<file path="src/rtl/incremental_triangle_counter_unit_macros.svh">
// Assertion macros shared by the triangle counter.
`ifndef INCREMENTAL_TRIANGLE_COUNTER_UNIT_MACROS_SVH
`define INCREMENTAL_TRIANGLE_COUNTER_UNIT_MACROS_SVH

// Same-cycle implication, checked on every rising edge outside reset.
`define ITC_ASSERT_NOW(lbl, ante, cons, msg) \
    lbl: assert property (@(posedge clk) disable iff (!rst_n) (ante) |-> (cons)) \
        else $error(msg);

// Next-cycle implication, checked on every rising edge outside reset.
`define ITC_ASSERT_NEXT(lbl, ante, cons, msg) \
    lbl: assert property (@(posedge clk) disable iff (!rst_n) (ante) |=> (cons)) \
        else $error(msg);

`endif

</file>
<file path="src/rtl/itc_pkg.sv">
package itc_pkg;

    localparam int NODE_W   = 6;
    localparam int OP_W     = 2;
    localparam int COMMON_W = 6;
    localparam int COUNT_W  = 11;
    localparam int TOTAL_W  = 16;

    localparam logic [OP_W-1:0] OP_INSERT = 2'd0;
    localparam logic [OP_W-1:0] OP_REMOVE = 2'd1;
    localparam logic [OP_W-1:0] OP_QUERY  = 2'd2;

    localparam logic STATUS_DONE     = 1'b0;
    localparam logic STATUS_REJECTED = 1'b1;

    typedef enum logic [4:0] {
        ST_IDLE   = 5'b00001,
        ST_CHECK  = 5'b00010,
        ST_SWEEP  = 5'b00100,
        ST_COMMIT = 5'b01000,
        ST_RESP   = 5'b10000
    } state_t;

    // Broadcast to every cell while an edge update is applied.
    typedef struct packed {
        logic                commit;
        logic                insert;
        logic [COMMON_W-1:0] common;
    } cell_ctrl_t;

endpackage

</file>
<file path="src/rtl/itc_cell.sv">
module itc_cell #(
    parameter int NODES = 64,
    parameter int IDX   = 0,
    parameter int IDX_W = 6
) (
    input  logic                                clk,
    input  logic                                rst_n,
    input  itc_pkg::cell_ctrl_t                 ctrl,
    input  logic [IDX_W-1:0]                    a_idx,
    input  logic [IDX_W-1:0]                    b_idx,
    input  logic [itc_pkg::COMMON_W-1:0]        psum_in,
    output logic [itc_pkg::COMMON_W-1:0]        psum_out,
    output logic                                sel_bit,
    output logic [itc_pkg::COUNT_W-1:0]         sel_count
);

    logic [NODES-1:0]                 row_reg;
    logic [itc_pkg::COUNT_W-1:0]      count_reg;
    logic [itc_pkg::COMMON_W-1:0]     psum_reg;
    logic                             is_a;
    logic                             is_b;
    logic                             hit;

    assign is_a = (a_idx == IDX_W'(IDX));
    assign is_b = (b_idx == IDX_W'(IDX));

    // By symmetry this node is a common neighbor of a and b when its own row
    // holds both a and b. Its own row never holds itself, so endpoints miss.
    assign hit = row_reg[a_idx] & row_reg[b_idx];

    assign psum_out  = psum_reg;
    assign sel_bit   = is_a & row_reg[b_idx];
    assign sel_count = is_a ? count_reg : '0;

    always_ff @(posedge clk or negedge rst_n)
    begin
        if (!rst_n)
        begin
            row_reg   <= '0;
            count_reg <= '0;
            psum_reg  <= '0;
        end
        else
        begin
            psum_reg <= psum_in + itc_pkg::COMMON_W'(hit);
            if (ctrl.commit)
            begin
                if (is_a)
                begin
                    row_reg[b_idx] <= ctrl.insert;
                    count_reg <= ctrl.insert
                        ? count_reg + itc_pkg::COUNT_W'(ctrl.common)
                        : count_reg - itc_pkg::COUNT_W'(ctrl.common);
                end
                else if (is_b)
                begin
                    row_reg[a_idx] <= ctrl.insert;
                    count_reg <= ctrl.insert
                        ? count_reg + itc_pkg::COUNT_W'(ctrl.common)
                        : count_reg - itc_pkg::COUNT_W'(ctrl.common);
                end
                else if (hit)
                begin
                    count_reg <= ctrl.insert ? count_reg + 1'b1 : count_reg - 1'b1;
                end
            end
        end
    end

endmodule

</file>
<file path="config.mk">
export PLATFORM = sky130hd
export DESIGN_NAME = itc_cell
export DESIGN_NICKNAME = d
export VERILOG_FILES = /design/src/rtl/incremental_triangle_counter_unit_macros.svh /design/src/rtl/itc_pkg.sv /design/src/rtl/itc_cell.sv
export SDC_FILE = /design/constraint.sdc
export NUM_CORES = 1
export LEC_CHECK = 0
export ABC_AREA = 0
export CAP_MARGIN = 20
export CORE_AREA = 2 2 113 170
export DETAILED_ROUTE_END_ITERATION = 6
export DIE_AREA = 0 0 115 172
export DONT_BUFFER_PORTS = 1
export GPL_ROUTABILITY_DRIVEN = 0
export SETUP_SLACK_MARGIN = 0.2
export SYNTH_ARGS = -nofsm -noshare
export SYNTH_HDL_FRONTEND = slang
export SYNTH_SLANG_ARGS = --single-unit
</file>
<file path="constraint.sdc">
create_clock -name clk -period 8 [get_ports clk]
set_clock_uncertainty 0.15 [all_clocks]
set_input_delay 0.4 -clock clk [delete_from_list [all_inputs] [get_ports clk]]
set_output_delay 0.4 -clock clk [all_outputs]
set_load 0.005 [all_outputs]
</file>
==> results.json <==
{
  "p_int_uw": 979,
  "wl_met2_um": 10100,
  "via_count": 5897,
  "hpwl_um": 14300,
  "startpoint_type": "input port",
  "design.die.area_sq_mm": 0.0198,
  "slowest_delay_ps": 410,
  "ant_nets": 0,
  "switchingPower_uw": 504,
  "end_kind": "register",
  "drc_errors": 0,
  "routedWlPerCell_um": 21.1,
  "p_clk_share_pct": 32.3,
  "synth_edf_count": 0,
  "h-tree-depth": 3,
  "post_cts_buffers": 0,
  "async_flop_share_pct": 100,
  "cts-root-buf": "clkbuf_16",
  "synth_area_sq_mm": 0.00634,
  "die_w_um": 115,
  "antenna_cells": 0,
  "tns_ps": 0,
  "wl_met1_um": 7540,
  "required_ps": 8080,
  "ys.flop_type": "dfrtp_1",
  "grt_overflow": 0,
  "p_leak_nw": 2.69,
  "track_usage_pct": 20.7,
  "cts_max_path_buffers": 2,
  "area_growth_pct": 8.01,
  "yosysSeqAreaShare_pct": 31.9,
  "initial_utilization_pct": 34.6,
  "cts_resized": 0,
  "peakVddDrop_mv": 0.134,
  "drt-pass1-iter-count": 5,
  "hold_path.class": "input port to register",
  "slew_headroom_pct": 39.4,
  "drt-total-wl_um": 20100,
  "synth-seq-cells": 81,
  "largest_reg_flops": 64,
  "path_max_fanout": 5,
  "final_cell_mix": "nand2_1, dfrtp_1, o21ai_0",
  "final_nets": 783,
  "dp_slack_ps": 4200,
  "hold_viol": 0,
  "clk_latency_ps": 350,
  "fin_ws_ps": 5010,
  "yosysWarnings": 0,
  "viasPerCell": 6.19,
  "switching_share_pct": 34.0,
  "path_class": "input port to register",
  "dr_wl_met3_um": 1370,
  "rsz0062_at_grt": "false",
  "clkTransAtPathRegs_ps": 60,
  "fin_crit_sh_pct": 37.3,
  "synth_nets": 811,
  "slowest_stage": "nor3_1",
  "drtIter0Drc": 522,
  "drive_above_1_share_pct": 8.61,
  "power.share.sequential_pct": 32.8,
  "crit_chain": "nor3_1 > a21oi_1 > xnor2_1 > ha_1 > a2111oi_0 > o31ai_1 > a41oi_1 > xnor2_1 > a21oi_1 > a22o_1 > a211o_1",
  "ios": 46,
  "setup_viol": 0,
  "final_common_cell": "nand2_1",
  "max_freq_mhz": 335,
  "synth.distinct_cells": 70,
  "cts_tree": "built",
  "grt_pass1_vias": 5625,
  "grt_pass1_wl_um": 31400,
  "syn_area_per_cell_sq_um": 8.38,
  "die_h_um": 172,
  "grt_start_max_net_pins": 82,
  "top_layer": "met4",
  "power.density_mw_per_mm2": 216,
  "rows": 61,
  "cts_sinks": 81,
  "antenna_found_initial": 0,
  "status": "complete, no violations",
  "core_sq_mm": 0.0183,
  "slew_viol_final": 0,
  "port_buffers": 0,
  "power_frac_comb_pct": 34.9,
  "worst_pin_slew_ps": 908,
  "cts_buffers": 9,
  "synthCells": 757,
  "min_period_ps": 2990,
  "cap_violations": 0,
  "cp_data_arrival_time_ps": 3070
}
==> through the flow <==
step	std cells	hold WS (ps)	util, %	instance area, sq um	total power, mW
global route	952	44.2	37.4	6850	1.57
floorplan	757	-45.6	-	6340	0.905
CTS	951	36.4	37.3	6830	1.49
global placement	930	-40.6	35.0	6410	0.995
detailed placement	930	-40.9	35.0	6410	0.995
finish	952	42.3	37.4	6850	1.48
==> final timing paths <==
path / start / endpoint / slack (ps) / cells after the start
max: ctrl[3] / count_reg[10] / 5010 / 11
max reg2reg: count_reg[0] / count_reg[10] / 5070 / 9
max in group asynchronous: rst_n / count_reg[1] / 6880 / 2
min: psum_in[0] / psum_out[0] / 40 / 1
min in group asynchronous: rst_n / row_reg[18] / 470 / 2
min reg2reg: row_reg[37] / row_reg[37] / 330 / 2
==> layout make-up <==
class                           instances  area [sq um]
Inverter                               16          60.1
Clock inverter                          5           106
Fill cell                            1861         11500
Multi-Input combinational cell        609          4020
Timing Repair Buffer                   12           138
Tap cell                              220           275
Sequential cell                        81          2030
Clock buffer                            9           225
==> logic make-up after synthesis <==
kind of cell / synth area share (%)
AND/OR/NAND/NOR: 19.7
multiplexers: 10.4
flip-flops: 31.9
adder cells (fa/ha/maj): 5.36
AO/OA/AOI/OAI: 24.2
buffers and inverters: 4.67
XOR/XNOR: 3.73
==> power by group through the flow <==
stage | combinational, mW | sequential, mW | clock (mW)
global placement | 0.500 | 0.495 | 0
finish | 0.518 | 0.487 | 0.478
global route | 0.580 | 0.492 | 0.502
floorplan | 0.429 | 0.476 | 0
CTS | 0.516 | 0.487 | 0.483
detailed placement | 0.500 | 0.494 | 0
==> what timing repair did <==
action	in CTS	in global routing
hold buffers	7	0
hold endpoints to repair	86	0
setup endpoints to repair	0	0
==> critical path: cells and delay by family <==
kind | cells | cell delay (ps)
AOI/OAI and AO/OA | 7 | 1570
xor gates and xnor gates | 2 | 390
adders and majority gates | 1 | 300
and+or+nand+nor | 1 | 410
==> Yosys cell counts (3+ instances only) <==
cell / n / area (sq um)
a211oi_1: 7 / 52.6
a31oi_1: 11 / 68.8
ha_1: 24 / 300
and2_1: 3 / 18.8
nand3b_1: 9 / 67.6
o2bb2ai_1: 4 / 35.0
nand2_1: 147 / 552
mux2i_1: 26 / 260
a2bb2oi_1: 3 / 26.3
nor4_1: 6 / 37.5
mux2_4: 9 / 135
nor3_1: 12 / 60.1
xnor2_1: 11 / 96.3
dfrtp_1: 81 / 2030
nand4_1: 3 / 18.8
o221ai_1: 4 / 35.0
nand2b_1: 5 / 31.3
o21ai_0: 68 / 340
a21o_1: 7 / 52.6
a41oi_1: 4 / 35.0
nand3_1: 19 / 95.1
o211ai_1: 5 / 37.5
inv_1: 15 / 56.3
a221oi_1: 13 / 114
a21oi_1: 20 / 100
mux2_2: 15 / 169
and3_1: 12 / 75.1
mux4_2: 3 / 67.6
a221o_1: 3 / 30.0
xor2_1: 16 / 140
nor2b_1: 7 / 43.8
buf_2: 20 / 100
o22ai_1: 58 / 363
clkbuf_1: 25 / 93.8
nor2_1: 32 / 120
a211o_1: 3 / 26.3
o22a_1: 4 / 35.0
==> routing by layer <==
layer	up-vias	global-route usage, %
li1	2743	-
met1	2845	23.2
met2	243	36.1
met3	66	4.14
met4	0	11.9
met5	-	0
(Power assumes the default switching activity.)
